--- src/hdl/ypcv_pkg.sv ---
// ----------------------------------------------------------------------------
// ypcv_pkg
// Shared types and constants of the yaw/pitch camera vector unit: CORDIC
// word widths, arctangent table, gain and configuration register indexes.
// ----------------------------------------------------------------------------
package ypcv_pkg;

    // Product of mouse delta, sensitivity and frame time (signed 16 x 10 x 16)
    localparam int PROD_W = 42;

    // CORDIC angle: signed degrees with 24 fraction bits
    localparam int ANG_FRAC = 24;
    localparam int ANG_W    = 35;
    // CORDIC vector: signed Q30
    localparam int XY_W     = 32;

    localparam int ATAN_LEN   = 24;
    localparam int ATAN_IDX_W = 5;

    localparam logic signed [XY_W-1:0] GAIN_Q30 = 32'sd652032874;

    localparam logic signed [ANG_W-1:0] HALF_TURN    = 35'sd180 <<< ANG_FRAC;
    localparam logic signed [ANG_W-1:0] FULL_TURN    = 35'sd360 <<< ANG_FRAC;
    localparam logic signed [ANG_W-1:0] QUARTER_TURN = 35'sd90 <<< ANG_FRAC;

    // Pitch limit never goes beyond this many degrees
    localparam logic [6:0] PITCH_CAP = 7'd89;

    // Yaw reduction: 360 degrees is 45 * 2^(frac+3); the part of the delta
    // above those low bits is under 2^22 and is reduced modulo 45 with
    // floor(n * MOD_RECIP / 2^MOD_RECIP_SH), exact for every n below 2^22
    localparam int MOD_N_W      = 22;
    localparam int MOD_Q_W      = 17;
    localparam int MOD_RECIP_SH = 28;
    localparam logic [22:0] MOD_RECIP = 23'd5965233;
    localparam logic [5:0]  MOD_DIV   = 6'd45;

    // Configuration register indexes
    localparam int CFG_IDX_W = 2;
    localparam int CFG_DATA_W = 10;
    localparam logic [CFG_IDX_W-1:0] CFG_SENSITIVITY = 2'd0;
    localparam logic [CFG_IDX_W-1:0] CFG_MAX_PITCH   = 2'd1;

    localparam logic [9:0] SENS_RESET  = 10'd100;
    localparam logic [6:0] MAXP_RESET  = 7'd89;

    // Request to the CORDIC unit
    typedef struct packed {
        logic                    start;
        logic signed [ANG_W-1:0] angle;
    } cordic_req_t;

    // Result from the CORDIC unit
    typedef struct packed {
        logic                   done;
        logic signed [XY_W-1:0] cos_val;
        logic signed [XY_W-1:0] sin_val;
    } cordic_rsp_t;

    // atan(2^-i) in degrees, 24 fraction bits
    function automatic logic signed [ANG_W-1:0] atan_deg(input logic [ATAN_IDX_W-1:0] idx);
        logic signed [ANG_W-1:0] v;
        case (idx)
            5'd0:    v = 35'sd754974720;
            5'd1:    v = 35'sd445687602;
            5'd2:    v = 35'sd235489088;
            5'd3:    v = 35'sd119537938;
            5'd4:    v = 35'sd60000934;
            5'd5:    v = 35'sd30029717;
            5'd6:    v = 35'sd15018523;
            5'd7:    v = 35'sd7509720;
            5'd8:    v = 35'sd3754917;
            5'd9:    v = 35'sd1877466;
            5'd10:   v = 35'sd938734;
            5'd11:   v = 35'sd469367;
            5'd12:   v = 35'sd234684;
            5'd13:   v = 35'sd117342;
            5'd14:   v = 35'sd58671;
            5'd15:   v = 35'sd29335;
            5'd16:   v = 35'sd14668;
            5'd17:   v = 35'sd7334;
            5'd18:   v = 35'sd3667;
            5'd19:   v = 35'sd1833;
            5'd20:   v = 35'sd917;
            5'd21:   v = 35'sd458;
            5'd22:   v = 35'sd229;
            5'd23:   v = 35'sd115;
            default: v = '0;
        endcase
        return v;
    endfunction

endpackage

--- src/hdl/ypcv_cordic.sv ---
// ----------------------------------------------------------------------------
// ypcv_cordic
// Iterative rotation-mode CORDIC: one micro-rotation per cycle, returns
// cosine and sine of an angle in degrees (Q24) as Q30 values.
// ----------------------------------------------------------------------------
module ypcv_cordic #(
    parameter int CORDIC_STEPS = 16
) (
    input  logic                 aclk,
    input  logic                 aresetn,
    input  ypcv_pkg::cordic_req_t req,
    output ypcv_pkg::cordic_rsp_t rsp
);
    import ypcv_pkg::*;

    localparam int STEPS = (CORDIC_STEPS < ATAN_LEN) ? CORDIC_STEPS : ATAN_LEN;
    localparam int IW    = $clog2(STEPS);
    localparam logic [IW-1:0] LAST = IW'(STEPS - 1);

    logic signed [XY_W-1:0]  x_reg, y_reg;
    logic signed [ANG_W-1:0] z_reg;
    logic [IW-1:0]           i_reg;
    logic                    flip_reg;
    logic                    busy_reg;
    logic                    done_reg;

    logic signed [ANG_W-1:0] z_wrap, z_fold, at;
    logic                    fold;
    logic signed [XY_W-1:0]  xs, ys;

    // Range reduction: wrap to +/-180, then fold into +/-90 with a sign flip
    always_comb begin
        if (req.angle > HALF_TURN) begin
            z_wrap = req.angle - FULL_TURN;
        end else if (req.angle < -HALF_TURN) begin
            z_wrap = req.angle + FULL_TURN;
        end else begin
            z_wrap = req.angle;
        end
        fold = 1'b1;
        if (z_wrap > QUARTER_TURN) begin
            z_fold = z_wrap - HALF_TURN;
        end else if (z_wrap < -QUARTER_TURN) begin
            z_fold = z_wrap + HALF_TURN;
        end else begin
            z_fold = z_wrap;
            fold   = 1'b0;
        end
    end

    // Shared micro-rotation terms
    assign xs = x_reg >>> i_reg;
    assign ys = y_reg >>> i_reg;
    assign at = atan_deg(ATAN_IDX_W'(i_reg));

    // Control
    always_ff @(posedge aclk) begin
        if (!aresetn) begin
            busy_reg <= 1'b0;
            done_reg <= 1'b0;
        end else begin
            done_reg <= 1'b0;
            if (req.start) begin
                busy_reg <= 1'b1;
            end else if (busy_reg && i_reg == LAST) begin
                busy_reg <= 1'b0;
                done_reg <= 1'b1;
            end
        end
    end

    // Datapath
    always_ff @(posedge aclk) begin
        if (req.start) begin
            x_reg    <= GAIN_Q30;
            y_reg    <= '0;
            z_reg    <= z_fold;
            flip_reg <= fold;
            i_reg    <= '0;
        end else if (busy_reg) begin
            if (z_reg >= 0) begin
                x_reg <= x_reg - ys;
                y_reg <= y_reg + xs;
                z_reg <= z_reg - at;
            end else begin
                x_reg <= x_reg + ys;
                y_reg <= y_reg - xs;
                z_reg <= z_reg + at;
            end
            i_reg <= i_reg + 1'b1;
        end
    end

    assign rsp.done    = done_reg;
    assign rsp.cos_val = flip_reg ? -x_reg : x_reg;
    assign rsp.sin_val = flip_reg ? -y_reg : y_reg;

endmodule

--- src/hdl/yaw_pitch_camera_vector_unit.sv ---
// ----------------------------------------------------------------------------
// yaw_pitch_camera_vector_unit
// Mouse-look camera: updates yaw/pitch from mouse deltas and returns the view
// direction and the horizontal move vector.
// ----------------------------------------------------------------------------
// s_ready is low from the acceptance of an item until the sequencer returns to
// idle. The work is done by one shared 32x32 multiplier
// (four products for the angle deltas, two for the reduction of the yaw delta
// modulo 360 degrees by reciprocal multiplication, two for the direction) and
// one iterative CORDIC that runs STEPS rotations (CORDIC_STEPS, at most 24) for
// yaw and then again for pitch. A finished item sits in the
// output register, so the next item is accepted while it waits.
// Configuration writes are taken in any cycle.
module yaw_pitch_camera_vector_unit #(
    parameter int ANGLE_FRAC_BITS = 16,
    parameter int VEC_FRAC_BITS   = 14,
    parameter int CORDIC_STEPS    = 16
) (
    input  logic                            aclk,
    input  logic                            aresetn,
    // configuration
    input  logic                            cfg_valid,
    output logic                            cfg_ready,
    input  logic [ypcv_pkg::CFG_IDX_W-1:0]  cfg_index,
    input  logic [ypcv_pkg::CFG_DATA_W-1:0] cfg_data,
    // input items
    input  logic                            s_valid,
    output logic                            s_ready,
    input  logic signed [15:0]              s_mouse_dx,
    input  logic signed [15:0]              s_mouse_dy,
    input  logic [15:0]                     s_frame_time,
    input  logic                            s_key_forward,
    input  logic                            s_key_back,
    input  logic                            s_key_left,
    input  logic                            s_key_right,
    // result items
    output logic                            m_valid,
    input  logic                            m_ready,
    output logic signed [15:0]              m_dir_x,
    output logic signed [15:0]              m_dir_y,
    output logic signed [15:0]              m_dir_z,
    output logic signed [15:0]              m_move_x,
    output logic signed [15:0]              m_move_z
);
    import ypcv_pkg::*;

    localparam int AFB       = ANGLE_FRAC_BITS;
    localparam int SH_L      = (AFB >= 16) ? AFB - 16 : 0;
    localparam int SH_R      = (AFB < 16) ? 16 - AFB : 0;
    localparam int SCL_W     = PROD_W + SH_L;
    localparam int MAG_W     = SCL_W + 1;
    localparam int DW        = SCL_W + 2;
    localparam int YAW_W     = AFB + 9;
    localparam int PITCH_W   = AFB + 8;
    localparam int LOW_B     = AFB + 3;
    localparam int Q24_SH    = ANG_FRAC - AFB;
    localparam int OUT_W     = 36;
    localparam int OUT_SH    = 30 - VEC_FRAC_BITS;

    localparam logic [YAW_W-1:0] FULL_ANG = YAW_W'(360) << AFB;
    localparam logic [MAG_W-1:0] LOW_MASK = (MAG_W'(1) << LOW_B) - MAG_W'(1);
    localparam logic signed [63:0]     RND_Q30  = 64'sd1 <<< 29;
    localparam logic signed [OUT_W-1:0] OUT_HALF = 36'sd1 <<< (OUT_SH - 1);
    localparam logic signed [OUT_W-1:0] SAT_HI   = 36'sd32767;
    localparam logic signed [OUT_W-1:0] SAT_LO   = -36'sd32768;

    typedef enum logic [4:0] {
        S_IDLE, S_MX1, S_MX2, S_MY1, S_MY2, S_PITCH, S_MQ, S_MR, S_MREM, S_YAW,
        S_CYAW, S_WYAW, S_CPIT, S_WPIT, S_P1, S_P2, S_P3, S_DONE
    } state_t;

    state_t state_reg;

    // Configuration and angle state
    logic [9:0]               sens_reg;
    logic [6:0]               maxp_reg;
    logic [YAW_W-1:0]         yaw_reg, yaw_next;
    logic signed [PITCH_W-1:0] pitch_reg, pitch_next;
    logic                     m_valid_reg, m_valid_next;

    // Item payload
    logic signed [15:0] dx_reg, dy_reg;
    logic [15:0]        ft_reg;
    logic               kf_reg, kb_reg, kl_reg, kr_reg;

    // Shared multiplier
    logic signed [31:0] mul_a, mul_b;
    logic signed [63:0] mul_reg;

    // Modulo unit
    logic [MAG_W-1:0]   rem_reg, rem_next, mag;
    logic               neg_reg;
    logic [MOD_N_W-1:0] n_val, r_low;
    logic [MOD_Q_W-1:0] q_val;

    // CORDIC results
    logic signed [XY_W-1:0] cy_reg, sy_reg, cp_reg, sp_reg;

    // Result holding
    logic signed [15:0] res_dx_reg, res_dy_reg, res_dz_reg, res_mx_reg, res_mz_reg;
    logic signed [15:0] m_dx_reg, m_dy_reg, m_dz_reg, m_mx_reg, m_mz_reg;

    cordic_req_t creq;
    cordic_rsp_t crsp;

    // Round to VEC_FRAC_BITS (ties up) and saturate to 16 bits
    function automatic logic signed [15:0] to_out(input logic signed [OUT_W-1:0] q);
        logic signed [OUT_W-1:0] r;
        r = (q + OUT_HALF) >>> OUT_SH;
        if (r > SAT_HI) begin
            r = SAT_HI;
        end else if (r < SAT_LO) begin
            r = SAT_LO;
        end
        return r[15:0];
    endfunction

    // Multiplier operand select
    always_comb begin
        mul_a = '0;
        mul_b = '0;
        case (state_reg)
            S_MX1: begin
                mul_a = 32'(dx_reg);
                mul_b = $signed(32'(sens_reg));
            end
            S_MX2, S_MY2: begin
                mul_a = mul_reg[31:0];
                mul_b = $signed(32'(ft_reg));
            end
            S_MY1: begin
                mul_a = 32'(dy_reg);
                mul_b = $signed(32'(sens_reg));
            end
            S_MQ: begin
                mul_a = $signed(32'(n_val));
                mul_b = $signed(32'(MOD_RECIP));
            end
            S_MR: begin
                mul_a = $signed(32'(q_val));
                mul_b = $signed(32'(MOD_DIV));
            end
            S_P1: begin
                mul_a = cy_reg;
                mul_b = cp_reg;
            end
            S_P2: begin
                mul_a = sy_reg;
                mul_b = cp_reg;
            end
            default: ;
        endcase
    end

    // Scale the raw product to angle fraction bits
    logic signed [SCL_W-1:0] sc_ext, sc;
    logic signed [MAG_W-1:0] sc_w;
    assign sc_ext = SCL_W'($signed(mul_reg[PROD_W-1:0]));
    assign sc     = (sc_ext <<< SH_L) >>> SH_R;
    assign sc_w   = MAG_W'(sc);
    assign mag    = (sc < 0) ? MAG_W'(-sc_w) : MAG_W'(sc_w);

    // Pitch update with clamp
    logic [6:0]           mp;
    logic signed [DW-1:0] diff, lim;
    always_comb begin
        mp   = (maxp_reg > PITCH_CAP) ? PITCH_CAP : maxp_reg;
        lim  = $signed(DW'(mp)) <<< AFB;
        diff = DW'(pitch_reg) - DW'(sc);
        if (diff > lim) begin
            diff = lim;
        end else if (diff < -lim) begin
            diff = -lim;
        end
        pitch_next = PITCH_W'(diff);
    end

    // Remainder modulo 360 degrees: low bits pass, upper part modulo 45
    always_comb begin
        n_val    = rem_reg[LOW_B +: MOD_N_W];
        q_val    = mul_reg[MOD_RECIP_SH +: MOD_Q_W];
        r_low    = n_val - mul_reg[MOD_N_W-1:0];
        rem_next = (MAG_W'(r_low) << LOW_B) | (rem_reg & LOW_MASK);
    end

    // Yaw update modulo 360 degrees
    logic [YAW_W-1:0] rm, radd;
    logic [YAW_W:0]   ysum;
    always_comb begin
        rm   = YAW_W'(rem_reg);
        radd = (neg_reg && rm != '0) ? FULL_ANG - rm : rm;
        ysum = {1'b0, yaw_reg} + {1'b0, radd};
        if (ysum >= {1'b0, FULL_ANG}) begin
            ysum = ysum - {1'b0, FULL_ANG};
        end
        yaw_next = ysum[YAW_W-1:0];
    end

    // CORDIC request
    assign creq.start = (state_reg == S_CYAW) || (state_reg == S_CPIT);
    assign creq.angle = (state_reg == S_CYAW) ? ($signed(ANG_W'(yaw_reg)) <<< Q24_SH)
                                              : (ANG_W'(pitch_reg) <<< Q24_SH);

    ypcv_cordic #(
        .CORDIC_STEPS (CORDIC_STEPS)
    ) u_cordic (
        .aclk    (aclk),
        .aresetn (aresetn),
        .req     (creq),
        .rsp     (crsp)
    );

    // Output formation
    logic signed [63:0]      prod_rnd;
    logic signed [OUT_W-1:0] prod_q, cy_w, sy_w, cp_w, sp_w, fcy, fsy, scy, ssy;
    logic                    f_pos, f_neg, s_pos, s_neg;
    always_comb begin
        prod_rnd = (mul_reg + RND_Q30) >>> 30;
        prod_q   = OUT_W'(prod_rnd);
        cy_w     = OUT_W'(cy_reg);
        sy_w     = OUT_W'(sy_reg);
        cp_w     = OUT_W'(cp_reg);
        sp_w     = OUT_W'(sp_reg);
        f_pos    = kf_reg & ~kb_reg;
        f_neg    = kb_reg & ~kf_reg;
        s_pos    = kr_reg & ~kl_reg;
        s_neg    = kl_reg & ~kr_reg;
        fcy      = f_pos ? cy_w : (f_neg ? -cy_w : '0);
        fsy      = f_pos ? sy_w : (f_neg ? -sy_w : '0);
        scy      = s_pos ? cy_w : (s_neg ? -cy_w : '0);
        ssy      = s_pos ? sy_w : (s_neg ? -sy_w : '0);
    end

    // Result valid: cleared on acceptance, set when a finished item moves out
    always_comb begin
        m_valid_next = m_valid_reg && !m_ready;
        if (state_reg == S_DONE && (!m_valid_reg || m_ready)) begin
            m_valid_next = 1'b1;
        end
    end

    // Sequencer, configuration and angle state
    always_ff @(posedge aclk) begin
        if (!aresetn) begin
            state_reg   <= S_IDLE;
            m_valid_reg <= 1'b0;
            sens_reg    <= SENS_RESET;
            maxp_reg    <= MAXP_RESET;
            yaw_reg     <= '0;
            pitch_reg   <= '0;
        end else begin
            if (cfg_valid) begin
                unique case (cfg_index)
                    CFG_SENSITIVITY: sens_reg <= cfg_data[9:0];
                    CFG_MAX_PITCH:   maxp_reg <= cfg_data[6:0];
                    default: ;
                endcase
            end
            m_valid_reg <= m_valid_next;
            unique case (state_reg)
                S_IDLE:  if (s_valid) state_reg <= S_MX1;
                S_MX1:   state_reg <= S_MX2;
                S_MX2:   state_reg <= S_MY1;
                S_MY1:   state_reg <= S_MY2;
                S_MY2:   state_reg <= S_PITCH;
                S_PITCH: begin
                    pitch_reg <= pitch_next;
                    state_reg <= S_MQ;
                end
                S_MQ:    state_reg <= S_MR;
                S_MR:    state_reg <= S_MREM;
                S_MREM:  state_reg <= S_YAW;
                S_YAW: begin
                    yaw_reg   <= yaw_next;
                    state_reg <= S_CYAW;
                end
                S_CYAW:  state_reg <= S_WYAW;
                S_WYAW:  if (crsp.done) state_reg <= S_CPIT;
                S_CPIT:  state_reg <= S_WPIT;
                S_WPIT:  if (crsp.done) state_reg <= S_P1;
                S_P1:    state_reg <= S_P2;
                S_P2:    state_reg <= S_P3;
                S_P3:    state_reg <= S_DONE;
                S_DONE: begin
                    if (!m_valid_reg || m_ready) begin
                        state_reg <= S_IDLE;
                    end
                end
                default: state_reg <= S_IDLE;
            endcase
        end
    end

    // Datapath registers
    always_ff @(posedge aclk) begin
        case (state_reg)
            S_IDLE: begin
                if (s_valid) begin
                    dx_reg <= s_mouse_dx;
                    dy_reg <= s_mouse_dy;
                    ft_reg <= s_frame_time;
                    kf_reg <= s_key_forward;
                    kb_reg <= s_key_back;
                    kl_reg <= s_key_left;
                    kr_reg <= s_key_right;
                end
            end
            S_MX1, S_MX2, S_MY2, S_MQ, S_MR, S_P1: mul_reg <= mul_a * mul_b;
            S_MY1: begin
                mul_reg <= mul_a * mul_b;
                rem_reg <= mag;
                neg_reg <= sc < 0;
            end
            S_MREM: begin
                rem_reg <= rem_next;
            end
            S_WYAW: begin
                if (crsp.done) begin
                    cy_reg <= crsp.cos_val;
                    sy_reg <= crsp.sin_val;
                end
            end
            S_WPIT: begin
                if (crsp.done) begin
                    cp_reg <= crsp.cos_val;
                    sp_reg <= crsp.sin_val;
                end
            end
            S_P2: begin
                mul_reg    <= mul_a * mul_b;
                res_dx_reg <= to_out(prod_q);
            end
            S_P3: begin
                res_dz_reg <= to_out(prod_q);
                res_dy_reg <= to_out(sp_w);
                res_mx_reg <= to_out(fcy - ssy);
                res_mz_reg <= to_out(fsy + scy);
            end
            S_DONE: begin
                if (!m_valid_reg || m_ready) begin
                    m_dx_reg <= res_dx_reg;
                    m_dy_reg <= res_dy_reg;
                    m_dz_reg <= res_dz_reg;
                    m_mx_reg <= res_mx_reg;
                    m_mz_reg <= res_mz_reg;
                end
            end
            default: ;
        endcase
    end

    assign cfg_ready = 1'b1;
    assign s_ready   = (state_reg == S_IDLE);
    assign m_valid   = m_valid_reg;
    assign m_dir_x   = m_dx_reg;
    assign m_dir_y   = m_dy_reg;
    assign m_dir_z   = m_dz_reg;
    assign m_move_x  = m_mx_reg;
    assign m_move_z  = m_mz_reg;

endmodule

--- config.mk ---
export PLATFORM = sky130hd
export DESIGN_NAME = yaw_pitch_camera_vector_unit
export DESIGN_NICKNAME = d
export VERILOG_FILES = /design/src/hdl/ypcv_pkg.sv /design/src/hdl/ypcv_cordic.sv /design/src/hdl/yaw_pitch_camera_vector_unit.sv
export SDC_FILE = /design/constraint.sdc
export NUM_CORES = 2
export LEC_CHECK = 0
export BUFFER_PORTS_ARGS = -buffer_cell sky130_fd_sc_hd__buf_4
export CAP_MARGIN = 20
export CORE_AREA = 3 3 380 382
export CTS_CLUSTER_SIZE = 8
export DETAILED_ROUTE_END_ITERATION = 8
export DIE_AREA = 0 0 383 385
export GPL_TIMING_DRIVEN = 0
export HOLD_SLACK_MARGIN = 0.06
export PLACE_DENSITY_LB_ADDON = 0.2
export SLEW_MARGIN = 20
export SYNTH_ARGS = -nofsm -noshare
export SYNTH_HDL_FRONTEND = slang
export SYNTH_SLANG_ARGS = --single-unit
--- constraint.sdc ---
create_clock -name aclk -period 10.4 [get_ports aclk]
set_clock_uncertainty 0.2 [all_clocks]
set_input_delay 1.56 -clock aclk [delete_from_list [all_inputs] [get_ports aclk]]
set_output_delay 1.56 -clock aclk [all_outputs]
set_load 0.01 [all_outputs]
* Word level (Yosys, flattened, before mapping)
Memories as Yosys holds them, arrays and structs flattened. A register that Yosys moved wholly into a read port is not among the register bits.
Index checks and enable logic that the tools add are counted.
** Word-level totals
- Flip-flop bits (word level) :: 624
- Memory bits (read-only) :: 480
- Input bits :: 69
- Output and inout port bits :: 83
- Word-level logic and storage cells :: 193
- Memories :: 1
** Memory list
- (name not given) :: words 16, width 30, rd ports 1, clocked after memory_dff 1, write ports 0, RTL line ypcv_pkg.sv:63 : case (idx)
** Cells by class
- $add $sub $neg :: 29
- Multipliers :: 1
- $lt $le $gt $ge :: 18
- Eq/ne operators :: 23
- Shift operators :: 2
- Mux-type cells :: 46
- Bitwise gates (word level) :: 10
- Reduce and logical (&&, ||, !) cells :: 26
** Operator list (number)
- 36-bit 2-to-1 mux :: 8
- 35-bit 2-to-1 mux :: 8
- 32-bit case mux with 7 select lines :: 1
- 32-bit case mux with 5 select lines :: 1
- 32-bit 2-to-1 mux :: 4
- 5-bit case mux with 18 select lines :: 1
- 41-bit case mux with 2 select lines :: 1
- 16-bit 2-to-1 mux :: 5
- 36-bit by 17-bit adder with 36-bit output (second input constant) :: 2
- 36-bit negation :: 2
- 32-bit adder :: 2
- 64-bit by 31-bit adder with 64-bit output (second input constant) :: 1
- 32-bit by 32-bit multiplier with 64-bit output :: 1
- 32-bit negation :: 2
- 32-bit by 4-bit >>> shifter with 32-bit output :: 2
- 32-bit subtractor :: 2
- 25-bit 2-to-1 mux :: 2
- 24-bit 2-to-1 mux :: 2
- 43-bit by 44-bit less-than comparator with 1-bit output :: 1
- 23-bit negation with 44-bit output :: 1
- 43-bit by 24-bit greater-than comparator with 1-bit output :: 1
- 24-bit by 42-bit subtractor with 43-bit output :: 1
- 42-bit by 1-bit less-than comparator with 1-bit output (second input constant) :: 1
- 41-bit 2-to-1 mux :: 1
- 56 further kinds :: 102

* Depth between registers and ports, before layout
- Depth in word-level cells :: 9
- Mapped depth :: 39
- Depth with buffers taken out :: 35

* Modules after synthesis
Synthesis repeated with hierarchy kept, for this count alone.
** Unflattened totals
- Cell total of the unflattened synthesis :: 9732
- Area total of the unflattened synthesis :: 86788.2 sq um
** Modules (own cells, without submodules)
- yaw_pitch_camera_vector_unit :: times used 1, cells each 7443, area an instance 68647.1 sq um, sequential area each 14383.8 sq um
- ypcv_cordic :: times used 1, cells each 2289, area an instance 18141.1 sq um, sequential area each 3083.0 sq um

* Least setup slack after synthesis
OpenSTA, ideal clock, no wires.
- Path kind :: flip-flop to flip-flop
- Start point :: register state_reg[3]
- End point :: register mul_reg[63], data pin
- Library setup time :: 261 ps
- Arrival :: 9946 ps
- Data required time :: 9939 ps
- Slack :: -7 ps
- Cell stages (with the launch flop) :: 37
- Buffers on the path :: 5
- Clock period less this slack :: 10407 ps
- Cells stage by stage :: dfxtp_1 > clkbuf_1 > clkinv_1 > nand2_1 > nor2_1 > clkbuf_1 > a22oi_1 > clkbuf_1 > nand4_1 > clkbuf_1 > nand2_1 > inv_1 > fa_1 > inv_1 > fa_1 > inv_1 > fa_1 > fa_1 > inv_1 > fa_1 > inv_1 > fa_1 > inv_1 > fa_1 > fa_1 > inv_1 > ha_1 > clkbuf_1 > a21o_1 > a21o_1 > a21oi_1 > o21bai_1 > a21o_1 > a21o_1 > a21oi_1 > o21ai_0 > xnor2_1
** Between the ends
- Cells in the longest elaborated chain, start to end :: 4
- Elaborated cells on any way between the ends :: 14
- Classes of those cells :: 1 x mul; 8 x eq/ne; 2 x mux; 3 x reduce/logical
** Ends and longest elaborated chain
- start, declared :: RTL line yaw_pitch_camera_vector_unit.sv:72 : state_t state_reg;
- start signal, assigned :: RTL line yaw_pitch_camera_vector_unit.sv:245 : state_reg <= S_IDLE;
- start signal, assigned :: RTL line yaw_pitch_camera_vector_unit.sv:261 : S_IDLE: if (s_valid) state_reg <= S_MX1;
- start signal, assigned :: RTL line yaw_pitch_camera_vector_unit.sv:262 : S_MX1: state_reg <= S_MX2;
- 5-bit by 2-bit equality test with 1-bit output, or another cell as far along :: RTL line yaw_pitch_camera_vector_unit.sv:122, yaw_pitch_camera_vector_unit.sv:296
- 2-bit OR reduction (on tied branches)
- 32-bit case mux with 7 select lines / 32-bit case mux with 5 select lines (equally long branches) :: RTL line yaw_pitch_camera_vector_unit.sv:122 : case (state_reg)
- 32-bit by 32-bit multiplier with 64-bit output * :: RTL line yaw_pitch_camera_vector_unit.sv:308, yaw_pitch_camera_vector_unit.sv:310, yaw_pitch_camera_vector_unit.sv:330
- end signal, assigned :: RTL line yaw_pitch_camera_vector_unit.sv:308 : S_MX1, S_MX2, S_MY2, S_MQ, S_MR, S_P1: mul_reg <= mul_a * mul_b;
- end signal, assigned :: RTL line yaw_pitch_camera_vector_unit.sv:310 : mul_reg <= mul_a * mul_b;
- end signal, assigned :: RTL line yaw_pitch_camera_vector_unit.sv:330 : mul_reg <= mul_a * mul_b;
- end, declared :: RTL line yaw_pitch_camera_vector_unit.sv:88 : logic signed [63:0] mul_reg;
Mark *: on every way between the ends. The rest lies on a longest branch, timed or not.
A chain may end at the register's enable or synchronous reset.

* Worst setup path in the final report
- Start point :: register state_reg[4]
- End point :: register mul_reg[60], data pin
The elaborated chain is that of the path after synthesis.

==> results summary <==
The run finished, with violations left. The checks that failed: DRC, setup timing. The worst setup slack for register-to-register paths is -0.02 ns. In this run, the number of DRC markers left after iteration 0 of detailed routing was 10765. The share of the Yosys chip area taken by registers is 0.2060. The static leakage is 42.77 nW. The H-tree was split into 3 levels.

TritonCTS built the clock tree. By startpoint and endpoint, the worst setup path is classified as reg -> reg. The number of antenna-violating nets in the routed design came out at 0.

The launch instance of the worst register-to-register path is state_reg[4]$_SDFFE_PN0P_. Fill cells in the final layout number 11431. The number of cell instances on the worst register-to-register path is 31. The total number of placement rows came out at 138. The top-area cell type share of the netlist area is 0.2568. The number of distinct library cell variants in the gate-level netlist after synthesis came out at 96.

For the pin with the worst max-slew slack, the measured transition is 1.132 ns. The final core area utilization is 0.6681. The global placement routability congestion came out at 1.165.

The final routed wire length divided by cell count came out at 28.25 um. The data required time of the critical path is 10.63 ns. The total of max-cap violations is 0. The clock latency reported for the late side of the worst-skew pair is 0.73 ns. The tree is rooted in a clkbuf_16. The total via count in the routed design came out at 77006.

The worst register-to-register path ends at mul_reg[60]$_DFFE_PP_. The region available for standard cell placement spans 0.1414 mm^2. In the global route stage, overall resource usage came out at 0.4457. The clock net in this run drives a total of 639 sinks. The total count of max-transition violations in the final report is 0. The post-synthesis area per instance came out at 8.982 um^2. Along the worst path, the maximum fanout reaches 10.

The maximum number of pins on one net before global-route repair is 42. The number of nets in the final layout is 11541. The number of port buffers came out at 150. Setup repair after global routing could not meet its margin everywhere. The iteration count of the initial detailed-routing pass is 9. The achievable clock frequency is 95.93 MHz. The final non-filler cell area came out at 0.09448 mm^2.

Headroom to the max-slew limit came out at 0.2397. The global route total overflow is 0. The clock transition at the registers of the reported paths came out at 0.06 ns. The power density of the placed cells came out at 183.2 mW/mm^2. The register with the most flip-flops in the layout has 64 of them.

The routed wire length came out at 332600 um. The half-perimeter wire length after detailed placement came out at 263900 um. During synthesis, Yosys emitted a total of 0 warnings. Synthesis inferred 639 register bits. The worst hold path endpoint is m_dir_x[7]$_DFFE_PP_. The hold path depth came out at 0. The first-pass GRT wire length is 480000 um.

The arrival time at the worst endpoint came out at 10.65 ns. The final worst slack is -0.02416 ns. Setup violations remaining at the end of the flow were counted as 1. For this run, asynchronously set or reset flops after synthesis account for 0. The effective utilization at floorplan came out at 0.5997. The maximum vdd drop came out at 225.6 uV. Buffers inserted to repair hold after CTS numbered 0.

Ranked by total cell area, the synthesized netlist is headed by fa_1, edfxtp_1, ha_1. The biggest area contributor in the post-synthesis netlist is fa_1. The adder-cell area share of the yosys netlist came out at 0.3408. The residual DRC count came out at 1.

152 I/O pins were placed. The compound-gate portion of the synthesized area is 0.1297. STA classifies the critical path endpoint as a flop.

Of the total synthesized cell area, the portion taken by XOR and XNOR cells is 0.05233. Synthesis produced 9442 cells. The fraction of final layout cells with drive strength greater than 1 came out at 0.09365. The post-synthesis net count is 11167.

The total die area is 0.1475 mm^2. The number of synthesized flops with an enable pin came out at 467. The final critical-path share of the clock period came out at 1.002.

The most used flip-flop cell after synthesis is edfxtp_1. The path class of the tightest hold or removal check is reg -> reg. In this run, CTS created clock tree buffers numbering 94.

Measured against the total synthesized area, the mux share comes to 0.03764. The largest individual stage delay along the critical path comes from the cell clkbuf_1. The number of global-route vias before repair is 73535. By area, the combinational part of the netlist is dominated by adder cells.

The die span in y is 385 um. The initial antenna violation count came out at 20. The area overhead of the layout relative to synthesis came out at 11.41%. The time the worst path needs with I/O delays and setup came out at 10.42 ns. The number of endpoints with negative hold slack in the final report came out at 0. By instance count, the cell type seen most on the critical path is fa_1. The launching element type of the critical path is a flop.

The summed instance area of the synthesized netlist is 0.08481 mm^2. The worst hold path begins at res_dx_reg[7]$_DFFE_PN_. On the worst path, the slowest cell contributes a delay of 0.69 ns. The die width came out at 383 um. The worst-case clock buffer depth is 3. The average via count per standard cell came out at 6.540. Summing all placed instances gives a cell area of 0.08909 mm^2. Of the total synthesized cell area, the portion taken by AND, OR, NAND and NOR gates is 0.1526.
timing repair:
action / in CTS / in global routing
setup buffers: 65 / 51
endpoints found under the hold margin: 0 / 0
pin swaps: 38 / 54
endpoints found under the setup margin: 53 / 23
cloned: 1 / 2
gates resized for setup: 349 / 245
final cells by class:
| class | instances | area, um^2 | area share |
|---|---|---|---|
| buffer | 423 | 2248 | 0.02380 |
| timing repair buffer | 312 | 2843 | 0.03009 |
| sequential | 639 | 17480 | 0.1850 |
| clock inverter | 13 | 132.6 | 0.001404 |
| multi-input combinational | 6991 | 61670 | 0.6528 |
| inverter | 1355 | 5111 | 0.05410 |
| antenna | 18 | 45.04 | 0.0004767 |
| clock buffer | 133 | 2582 | 0.02733 |
| tap | 1890 | 2365 | 0.02503 |
metal layers:
layer,track usage,part of all wire,up-vias
met3,0.2324,0.18,1293
met4,0.2263,0.065,32
met5,0.02149,0.0026,-
met2,0.5926,0.38,5953
met1,0.5861,0.37,37460
li1,-,-,32268
layout by cell type (no fill, tap or decap), drive strengths merged, types with 16 or more instances in the layout:
| master | n |
|---|---|
| diode | 18 |
| xor2 | 177 |
| nand2b | 83 |
| clkbuf | 479 |
| or4 | 30 |
| nand2 | 1053 |
| a22oi | 65 |
| a31oi | 56 |
| o21bai | 36 |
| o211ai | 33 |
| buf | 388 |
| nor2b | 71 |
| nor2 | 993 |
| nor4 | 48 |
| o31ai | 110 |
| mux4 | 82 |
| xnor2 | 327 |
| o41ai | 22 |
| or3 | 107 |
| ha | 568 |
| or2 | 30 |
| fa | 1088 |
| edfxtp | 467 |
| and2 | 50 |
| dfxtp | 172 |
| a22o | 94 |
| mux2i | 98 |
| a21o | 138 |
| nand4 | 74 |
| mux2 | 26 |
| nand3 | 129 |
| a211o | 16 |
| and3 | 70 |
| o21a | 54 |
| o21ai | 477 |
| nor3 | 131 |
| inv | 1350 |
| a211oi | 56 |
| a21oi | 386 |
power breakdown:
part,total [W],switching (W),internal [W]
combinational,0.0105,0.00703,0.00351
sequential,0.00386,0.000544,0.00332
clock,0.00291,0.00120,0.00170
cells by family (layout without fill, tap and decap cells):
group | count (synthesis) | count (layout)
compound gates | 1708 | 1708
xor+xnor | 505 | 505
fa+ha+maj | 1657 | 1657
buf+inv | 1813 | 2236
flops | 639 | 639
mux | 206 | 206
other cells | 1 | 19
simple gates | 2913 | 2914
how the worst max path moves through the flow:
| stage | startpoint | endpoint | cells past startpoint |
|---|---|---|---|
| after floorplan | state_reg[1]$_SDFFE_PN0P_ | mul_reg[63]$_DFFE_PP_ | 39 |
| after global placement | state_reg[2]$_SDFFE_PN0P_ | mul_reg[60]$_DFFE_PP_ | 36 |
| after detailed placement | state_reg[1]$_SDFFE_PN0P_ | mul_reg[48]$_DFFE_PP_ | 35 |
| after CTS | state_reg[2]$_SDFFE_PN0P_ | mul_reg[60]$_DFFE_PP_ | 38 |
| after global routing | state_reg[0]$_SDFFE_PN0P_ | mul_reg[57]$_DFFE_PP_ | 39 |
| final | state_reg[4]$_SDFFE_PN0P_ | mul_reg[60]$_DFFE_PP_ | 31 |
worst max-delay path, delay by kind of cell, from the launching register on:
kind / cells / cell delay (ns)
AOI/OAI and AO/OA: 8 / 2.12
xor gates and xnor gates: 1 / 0.17
adders and majority gates: 9 / 4.74
buffers and inverters: 9 / 1.87
DFF: 1 / 0.45
and+or+nand+nor: 4 / 0.60
synth_stat cells (83+ instances only):
| cell | n |
|---|---|
| inv_1 | 1352 |
| fa_1 | 1088 |
| nand2_1 | 1053 |
| nor2_1 | 992 |
| ha_1 | 568 |
| o21ai_0 | 472 |
| edfxtp_1 | 467 |
| clkbuf_1 | 410 |
| a21oi_1 | 386 |
| xnor2_1 | 327 |
| xor2_1 | 177 |
| dfxtp_1 | 172 |
| a21o_1 | 138 |
| nor3_1 | 131 |
| nand3_1 | 129 |
| o31ai_1 | 110 |
| or3_1 | 106 |
| mux2i_1 | 98 |
| a22o_1 | 94 |
| nand2b_1 | 83 |
per-stage QoR:
step	hold slack [ns]	power [W]	TNS, ns	cells	setup slack, ns
floorplan	0.2003	0.009454	0	9442	0.09340
global placement	0.2008	0.01276	-146.89	11482	-5.260
detailed placement	0.2045	0.01302	-135.24	11526	-4.419
CTS	0.2042	0.01635	0	11711	0.003858
global route	0.2116	0.01800	-0.4987	11758	-0.1098
finish	0.2007	0.01731	-0.02416	11774	-0.02416
Power figures use the tool's default switching activity.
